<file path="src/design/ofifo_pkg.sv">
package ofifo_pkg;

  localparam int DEPTH    = 4096;
  localparam int ADDR_W   = $clog2(DEPTH);
  localparam int PTR_W    = ADDR_W + 1;
  localparam int LG_REG_W = $clog2(ADDR_W + 1);
  localparam int DATA_W   = 8;
  localparam int OP_W     = 2;
  localparam int CFG_W    = 4;
  localparam int FILL_W   = 13;

  localparam logic [CFG_W-1:0] CAP_LG_RESET = CFG_W'(12);

  localparam logic [OP_W-1:0] OP_PUT   = OP_W'(0);
  localparam logic [OP_W-1:0] OP_GET   = OP_W'(1);
  localparam logic [OP_W-1:0] OP_CLEAR = OP_W'(2);

  typedef struct packed {
    logic [OP_W-1:0]   opcode;
    logic [DATA_W-1:0] write_data;
  } cmd_t;

  typedef struct packed {
    logic [DATA_W-1:0] read_data;
    logic              read_valid;
    logic [FILL_W-1:0] fill_count;
    logic              is_full;
    logic              empty;
    logic              discarded;
  } rsp_t;

  typedef struct packed {
    logic              we;
    logic [ADDR_W-1:0] waddr;
    logic [DATA_W-1:0] wdata;
    logic [ADDR_W-1:0] raddr;
  } mem_req_t;

  // Zero reads as 1; anything above ADDR_W, the log2 of the store size, is clamped to it.
  function automatic logic [LG_REG_W-1:0] clamp_lg(input logic [CFG_W-1:0] v);
    logic [LG_REG_W-1:0] r;
    if (v == '0) begin
      r = LG_REG_W'(1);
    end else if (int'(v) > ADDR_W) begin
      r = LG_REG_W'(ADDR_W);
    end else begin
      r = LG_REG_W'(v);
    end
    return r;
  endfunction

endpackage

</file>
<file path="src/design/ofifo_ctrl.sv">
module ofifo_ctrl (
  input  logic                              clk,
  input  logic                              rst,
  input  logic                              start,
  input  ofifo_pkg::cmd_t                   cmd,
  input  logic                              cfg_we,
  input  logic [ofifo_pkg::CFG_W-1:0]       cfg_data,
  input  logic [ofifo_pkg::DATA_W-1:0]      ram_q,
  output ofifo_pkg::mem_req_t               mem_req,
  output logic                              busy,
  output logic                              done,
  output ofifo_pkg::rsp_t                   result
);

  localparam int PW = ofifo_pkg::PTR_W;
  localparam int AW = ofifo_pkg::ADDR_W;

  logic [ofifo_pkg::LG_REG_W-1:0] cap_lg;
  logic [PW-1:0] rd_ptr, wr_ptr, rd_ptr_next, wr_ptr_next;
  logic          flag, flag_next;
  logic [PW-1:0] cap, pmask, fill, fill_next;
  logic [AW-1:0] amask;
  logic          accept, got;

  logic                        res_valid;
  logic [ofifo_pkg::FILL_W-1:0] res_fill;
  logic                        res_full, res_empty, res_disc;

  assign accept = start && !busy;
  assign cap    = PW'(1) << cap_lg;
  // at full store size cap<<1 wraps to zero, giving all ones
  assign pmask  = (cap << 1) - PW'(1);
  assign amask  = AW'(cap - PW'(1));
  assign fill   = (wr_ptr - rd_ptr) & pmask;

  always_comb begin
    rd_ptr_next   = rd_ptr;
    wr_ptr_next   = wr_ptr;
    flag_next     = flag;
    got           = 1'b0;
    mem_req.we    = 1'b0;
    mem_req.waddr = wr_ptr[AW-1:0] & amask;
    mem_req.wdata = cmd.write_data;
    mem_req.raddr = rd_ptr[AW-1:0] & amask;
    if (accept) begin
      unique case (cmd.opcode)
        ofifo_pkg::OP_PUT: begin
          if (fill >= cap) begin
            rd_ptr_next = (rd_ptr + PW'(1)) & pmask;
            flag_next   = 1'b1;
          end
          mem_req.we  = 1'b1;
          wr_ptr_next = (wr_ptr + PW'(1)) & pmask;
        end
        ofifo_pkg::OP_GET: begin
          if (fill != '0) begin
            got         = 1'b1;
            rd_ptr_next = (rd_ptr + PW'(1)) & pmask;
          end
        end
        ofifo_pkg::OP_CLEAR: begin
          flag_next = 1'b0;
        end
        default: begin
        end
      endcase
    end
    fill_next = (wr_ptr_next - rd_ptr_next) & pmask;
  end

  always_ff @(posedge clk) begin
    if (rst) begin
      rd_ptr <= '0;
      wr_ptr <= '0;
      flag   <= 1'b0;
      cap_lg <= ofifo_pkg::clamp_lg(ofifo_pkg::CAP_LG_RESET);
      done   <= 1'b0;
      busy   <= 1'b1;
    end else begin
      busy <= 1'b0;
      done <= accept;
      if (cfg_we) begin
        cap_lg <= ofifo_pkg::clamp_lg(cfg_data);
        rd_ptr <= '0;
        wr_ptr <= '0;
        flag   <= 1'b0;
      end else begin
        rd_ptr <= rd_ptr_next;
        wr_ptr <= wr_ptr_next;
        flag   <= flag_next;
      end
    end
  end

  always_ff @(posedge clk) begin
    res_valid <= got;
    res_fill  <= ofifo_pkg::FILL_W'(fill_next);
    res_full  <= (fill_next == cap);
    res_empty <= (fill_next == '0);
    res_disc  <= flag_next;
  end

  // RAM data lands in the same cycle as the status registers
  always_comb begin
    result.read_data  = res_valid ? ram_q : '0;
    result.read_valid = res_valid;
    result.fill_count = res_fill;
    result.is_full    = res_full;
    result.empty      = res_empty;
    result.discarded  = res_disc;
  end

  a_done_follows: assert property (@(posedge clk) disable iff (rst)
    accept |=> done)
    else $error("no result after accepted beat");

  a_fill_bound: assert property (@(posedge clk) disable iff (rst)
    fill <= cap)
    else $error("fill level above capacity");

  a_full_empty: assert property (@(posedge clk) disable iff (rst)
    done |-> !(result.is_full && result.empty))
    else $error("full and empty together");

  a_put_nonempty: assert property (@(posedge clk) disable iff (rst)
    accept && cmd.opcode == ofifo_pkg::OP_PUT |=> !result.empty)
    else $error("empty after put");

  a_clear_flag: assert property (@(posedge clk) disable iff (rst)
    accept && cmd.opcode == ofifo_pkg::OP_CLEAR |=> !result.discarded)
    else $error("flag still set after clear");

endmodule

</file>
<file path="config.mk">
export PLATFORM = sky130hd
export DESIGN_NAME = ofifo_ctrl
export DESIGN_NICKNAME = d
export VERILOG_FILES = /design/src/design/ofifo_pkg.sv /design/src/design/ofifo_ctrl.sv
export SDC_FILE = /design/constraint.sdc
export NUM_CORES = 1
export LEC_CHECK = 0
export BUFFER_PORTS_ARGS = -buffer_cell sky130_fd_sc_hd__buf_2
export CORE_ASPECT_RATIO = 0.7
export CORE_UTILIZATION = 30
export CTS_BUF_LIST = sky130_fd_sc_hd__clkbuf_8 sky130_fd_sc_hd__clkbuf_16
export DETAILED_ROUTE_END_ITERATION = 10
export PLACE_DENSITY = 0.59
export SYNTH_ARGS = -nofsm -noshare
export SYNTH_HDL_FRONTEND = slang
export SYNTH_SLANG_ARGS = --single-unit
export TNS_END_PERCENT = 5
</file>
<file path="constraint.sdc">
create_clock -name clk -period 15.35 [get_ports clk]
set_clock_uncertainty 0.15 [all_clocks]
set_input_delay 1.535 -clock clk [delete_from_list [all_inputs] [get_ports clk]]
set_output_delay 1.535 -clock clk [all_outputs]
set_load 0.01 [all_outputs]
</file>
==> results of run 1 <==
-- kinds of logic (layout without fill, tap and decap cells) --
| family | count (synthesis) | count (layout) | synth area share |
|---|---|---|---|
| flip-flops | 50 | 50 | 0.215 |
| adder cells (fa/ha/maj) | 39 | 39 | 0.108 |
| multiplexers | 9 | 9 | 0.0202 |
| buffers and inverters | 70 | 115 | 0.0696 |
| XOR/XNOR | 19 | 19 | 0.0414 |
| AND/OR/NAND/NOR | 279 | 279 | 0.322 |
| AO/OA/AOI/OAI | 148 | 148 | 0.224 |
-- power groups by stage --
stage               Sequential [uW]  Combinational [uW]  Clock [uW]
floorplan                       140                48.8           0
global route                    139                71.2         138
global placement                141                63.8           0
detailed placement              141                64.0           0
finish                          138                65.3         130
CTS                             138                64.3         131
-- per-stage QoR --
stage | instances | setup WS [ns] | cell area (um2) | hold WS (ns) | util
after floorplan | 614 | 8.62 | 4650 | 0.302 | -
after global placement | 846 | 7.17 | 5070 | 0.342 | 0.340
after detailed placement | 846 | 7.00 | 5070 | 0.348 | 0.340
after CTS | 854 | 6.96 | 5230 | 0.364 | 0.351
after global routing | 854 | 6.17 | 5230 | 0.394 | 0.351
final | 854 | 6.72 | 5230 | 0.351 | 0.351
-- sequential cells by signal (all words and copies together) (netlist names) --
signal / count
busy: 1
cap_lg: 4
done: 1
flag: 1
rd_ptr: 13
res_disc: 1
res_empty: 1
res_fill: 13
res_full: 1
res_valid: 1
wr_ptr: 13
-- metal layers --
metal	vias to the layer above	GRT usage	routed length, um
li1	2284	-	-
met1	2234	0.290	7660
met2	209	0.263	5950
met3	7	0.0373	1180
met4	0	0.0357	85
met5	-	0	0
-- tightest hold or removal path, delay by kind of cell, from the launching register on --
family / cells / cell delay [ns]
AOI/OAI and AO/OA: 2 / 0.15
DFF: 1 / 0.31
-- cell type report --
class / count / area [um2] / area share
Tap cell: 195 / 244 / 0.0466
Clock buffer: 5 / 125 / 0.0239
Timing Repair Buffer: 70 / 353 / 0.0674
Clock inverter: 3 / 41.3 / 0.00789
Inverter: 37 / 139 / 0.0265
Sequential cell: 50 / 1000 / 0.191
Multi-Input combinational cell: 494 / 3330 / 0.636
-- synthesized netlist by cell type (4+ instances only) --
cell type,instances
xor2_1,5
and2_1,22
a21o_1,9
buf_2,4
and3_1,19
a211o_1,5
nand2_1,34
o21ai_0,31
nand4_1,6
buf_4,13
mux2i_1,6
dfxtp_1,50
a31oi_1,8
o211ai_1,4
nor2_1,68
nand3b_1,4
clkbuf_1,14
inv_1,37
or3_1,9
nor3_1,22
a21oi_1,36
or2_2,6
ha_1,36
xnor2_1,12
a211oi_1,9
nand3_1,27
nand2b_1,6
nor2b_1,27
-- placed cells by master, fill, tap and decap left out, types with 19 or more instances in the layout --
master    n
nand2_1  34
nor2_1   68
nor3_1   22
and2_1   22
a21oi_1  36
inv_1    38
nor2b_1  27
and3_1   19
dfxtp_1  50
nand3_1  27
ha_1     36
buf_2    69
o21ai_0  31
-- final timing paths --
check	start	to	slack [ns]	cells past startpoint
hold / removal	flag	res_disc	0.35	2
hold reg to reg	flag	res_disc	0.35	2
setup reg to reg	cap_lg[2]	res_empty	6.72	26
setup / recovery	cap_lg[2]	res_empty	6.72	26
==> qor.csv, run 1 <==
metric;value;unit
Vias/cell;5.54;
CTS resizes;0;
Post-DP HPWL;12.0;mm
drt pass-1 iters;5;
post-route DRC violation count;0;
vias in the first global route;4117;
sequential share of power;0.415;
# nets final;722;
peak supply drop;0.0390;mV
top cells by area, synth;dfxtp_1 (22%), ha_1 (9.7%), nor2_1 (5.5%);
IO Count;86;
# hold bufs at CTS;0;
Synth Flop Type;dfxtp_1;
Post-Syn Area per Cell;7.58;um2
syn nets;678;
critical path launch point type;flip-flop;
final WL;14.9;mm
Worst path max stage delay;0.87;ns
setup TNS;0;ns
IO buf count;69;
global route overflow;0;
share of the synthesized area in the top cell type;0.215;
die area;0.0160;mm2
critical setup path kind;reg -> reg;
Die H;106;um
endpoint class of the critical path;flip-flop;
H-tree depth;2;
Period minus WS final;8.63;ns
Worst-path clk slew;0.07;ns
routability cong.;0.909;
Pint;235;uW
Starting Density;0.312;
Overall Global Routing Usage;0.188;
Sw Pwr;98.2;uW
status;completed;
antenna violations before repair;0;
Yosys cell types;87;
critical path data arrival time;8.69;ns
Cell Pwr Density;63.7;mW/mm2
flops & latches, synth;50;
FILL cells;1613;
RSZ-0062 raised after global routing;false;
largest net degree at the start of global routing;28;
clock net sink count;50;
Clock Power Share;0.389;
Root Buffer Master;clkbuf_16;
Comb power frac;0.196;
Synth Instances;614;
Synth async-reset ratio;0;
CP most frequent cell;ha_1;
synthesis-to-layout area growth;12.4;%
Clock Path Buffers;2;
worst min path class;reg -> reg;
worst-margin pin slew;1.19;ns
Core Area;0.0149;mm2
wire per inst;17.4;um
first-pass GRT wire length;23.1;mm
Highest Clock Rate;116;MHz
Max-slew headroom;0.206;
CP Data Required Time;15.41;ns
clock tree from TritonCTS;built;
crit path max fanout;17;
Max-Cap Viols;0;
Leak Pwr;0.00238;uW
Num CTS Buffers;5;
final hold viol count;0;
initial drt markers;353;
final worst path period share;0.562;
Post-CTS Setup Bufs;0;
FP Rows;37;
area of the mapped netlist;0.00465;mm2
DIE WIDTH;151;um
switch share;0.295;
share of cells above drive strength 1;0.165;
post-route ant nets;0;
vias;4734;
sequential area share after synthesis;0.215;
Critical-path top delay cell;o21ai_0;
Clock Latency Late Sink;0.30;ns
area leader, netlist;dfxtp_1;
Ys Warns;0;
CP delay by family, top;simple AND/OR/NAND/NOR gates;
total chip power;333;uW
# diodes;0;
Setup Viol. Count Final;0;
Post-synth EDFFs;0;
worst path buffer plus inverter count;0;
max-slew violations;0;
(Power assumes the default switching activity.)
==> inputs of run 2 (changes only) <==
--- a/config.mk
+++ b/config.mk
@@ -5,12 +5,13 @@
 export SDC_FILE = /design/constraint.sdc
 export NUM_CORES = 1
 export LEC_CHECK = 0
+export ABC_AREA = 1
 export BUFFER_PORTS_ARGS = -buffer_cell sky130_fd_sc_hd__buf_2
 export CORE_ASPECT_RATIO = 0.7
 export CORE_UTILIZATION = 30
 export CTS_BUF_LIST = sky130_fd_sc_hd__clkbuf_8 sky130_fd_sc_hd__clkbuf_16
 export DETAILED_ROUTE_END_ITERATION = 10
-export PLACE_DENSITY = 0.59
+export PLACE_DENSITY = 0.61
 export SYNTH_ARGS = -nofsm -noshare
 export SYNTH_HDL_FRONTEND = slang
 export SYNTH_SLANG_ARGS = --single-unit
==> constraint.sdc (replaced) <==
create_clock -name clk -period 6.95 [get_ports clk]
set_clock_uncertainty 0.15 [all_clocks]
set_input_delay 0.695 -clock clk [delete_from_list [all_inputs] [get_ports clk]]
set_output_delay 0.695 -clock clk [all_outputs]
set_load 0.01 [all_outputs]
==> run 2 against run 1 <==
Against the previous run: worst hold slack got worse by 0.030 ns; core utilization grew 0.42 points; critical path depth grew 11; critical path type unchanged; critical endpoint is now res_full; highest routed layer unchanged.
==> qor.csv, run 2 <==
metric;value;unit
status;completed;
Critical path origin;wr_ptr[0];
Comb power frac;0.458;
Worst R2R Start;wr_ptr[0];
worst-margin pin slew;1.11;ns
Reg2Reg Capture Point;res_full;
Setup Viol. Count Final;0;
crit path max fanout;9;
Worst R2R Path Depth;37;
Clock Power Share;0.240;
H-tree depth;2;
vias in the first global route;4931;
Num CTS Buffers;5;
syn nets;924;
most common cell after layout, fill and taps aside;nand2_1;
Post-Syn Area per Cell;6.03;um2
drt pass-1 iters;6;
critical setup path kind;reg -> reg;
wire per inst;15.7;um
area leader, netlist;dfxtp_1;
Die H;112;um
largest net degree at the start of global routing;27;
Starting Density;0.312;
clock net sink count;50;
post-route DRC violation count;0;
HP Start;flag;
antenna violations before repair;0;
Yosys cell types;46;
flops & latches, synth;50;
setup ws final;0.679;ns
most frequent cell after synthesis;nand2_1;
area of the mapped netlist;0.00518;mm2
Worst-path clk slew;0.07;ns
Setup WS pre-CTS;0.899;ns
Overall Global Routing Usage;0.202;
Vias/cell;4.91;
final hold viol count;0;
Root Buffer Master;clkbuf_16;
critical path launch point type;flip-flop;
initial drt markers;511;
Post-DP HPWL;15.2;mm
sequential area share after synthesis;0.193;
setup TNS;0;ns
Max-slew headroom;0.261;
Pint;605;uW
Clock Path Buffers;2;
CTS resizes;0;
Largest regs;rd_ptr: 13 flops, res_fill: 13 flops, wr_ptr: 13 flops;
peak supply drop;0.0846;mV
share of cells above drive strength 1;0.178;
Highest Clock Rate;159;MHz
first-pass GRT wire length;27.7;mm
top cells by area, synth;dfxtp_1 (19%), nand2_1 (15%), inv_1 (12%);
Max-Cap Viols;0;
global route overflow;0;
final worst path period share;0.902;
sequential share of power;0.303;
IO Count;86;
DIE WIDTH;159;um
# nets final;989;
FP Rows;39;
worst min path class;reg -> reg;
IO buf count;69;
Leak Pwr;0.00335;uW
Synth Instances;860;
clock tree from TritonCTS;built;
# hold bufs at CTS;0;
# diodes;0;
max-slew violations;0;
FF-to-FF setup slack;0.68;ns
vias;5652;
CP endpoint;res_full;
die area;0.0178;mm2
share of the synthesized area in the top cell type;0.193;
Post-CTS Setup Bufs;0;
most frequent cells after synthesis;nand2_1 (202), inv_1 (159), nor2_1 (105);
Ys Warns;0;
Synth async-reset ratio;0;
Sw Pwr;463;uW
routability cong.;1.00;
Synth Flop Type;dfxtp_1;
Post-synth EDFFs;0;
final WL;18.1;mm
Worst path max stage delay;0.45;ns
Core Area;0.0166;mm2
CP Data Required Time;7.04;ns
Clock Latency Late Sink;0.30;ns
CP most frequent cell;nand2_1;
switch share;0.434;
critical path data arrival time;6.36;ns
synthesis-to-layout area growth;13.7;%
Critical-path top delay cell;fa_1;
post-route ant nets;0;
RSZ-0062 raised after global routing;false;
endpoint class of the critical path;flip-flop;
Period minus WS final;6.27;ns
most frequent cells in the layout;nand2_1 (202), inv_1 (160), nor2_1 (105), buf_2 (69), nand3_1 (67);
Cell Pwr Density;181;mW/mm2
-- run 2: changes by cell type after synthesis, moves of 11 or more --
cell,change
inv_2,+13
nand3_1,+40
xnor2_1,-11
nand2_1,+168
nor2b_1,-27
nand2_2,+26
inv_1,+122
and2_1,-22
and3_1,-17
nor2_1,+37
nand4_1,+18
-- run 2: how the worst min path moves through the flow --
stage	endpoint	slack [ns]	cells past startpoint
floorplan	res_disc	0.29	2
global placement	res_disc	0.32	2
detailed placement	res_disc	0.30	2
CTS	res_disc	0.32	2
global route	res_disc	0.34	2
finish	res_disc	0.32	2
-- run 2: layer usage --
layer / GRT usage / vias up / share of wire
met2: 0.281 / 235 / 0.40
met1: 0.306 / 2546 / 0.48
met3: 0.0469 / 21 / 0.10
met4: 0.0481 / 0 / 0.017
li1: - / 2850 / -
met5: 0 / - / 0
-- run 2: cells by family (layout without fill, tap and decap cells) --
family          count (synthesis)  in the layout  share of synthesized area
fa+ha+maj                      38             38                     0.0946
buf+inv                       192            258                      0.149
compound gates                 82             82                     0.0932
simple gates                  491            491                      0.454
xor+xnor                        7              7                     0.0154
flops                          50             50                      0.193
-- run 2: layout make-up --
class | instances | area (um2)
Clock buffer | 5 | 125
Clock inverter | 3 | 17.5
Fill cell | 1839 | 10700
Inverter | 172 | 646
Multi-Input combinational cell | 618 | 3410
Sequential cell | 50 | 1000
Tap cell | 225 | 282
Timing Repair Buffer | 78 | 413
-- run 2: metrics by stage --
| stage | power, uW | util | std cells | instance area (um2) | hold WS, ns |
|---|---|---|---|---|---|
| final | 1070 | 0.355 | 1151 | 5890 | 0.321 |
| after floorplan | 672 | - | 860 | 5180 | 0.287 |
| after global routing | 1130 | 0.355 | 1151 | 5890 | 0.344 |
| after global placement | 809 | 0.347 | 1143 | 5750 | 0.315 |
| after CTS | 1060 | 0.355 | 1151 | 5890 | 0.324 |
| after detailed placement | 803 | 0.347 | 1143 | 5750 | 0.304 |
-- run 2: power groups by stage --
stage               logic (uW)  clock network (uW)  registers (uW)
floorplan                  331                   0             341
CTS                        474                 260             324
finish                     488                 256             323
global route               534                 274             327
detailed placement         473                   0             331
global placement           479                   0             331
-- run 2: worst max-delay path: cells and delay by family, from the launching register on --
kind	cells	cell delay, ns
flops	1	0.33
xor+xnor	1	0.18
compound gates	5	0.95
buf+inv	4	0.47
fa+ha+maj	5	1.65
simple gates	22	2.43
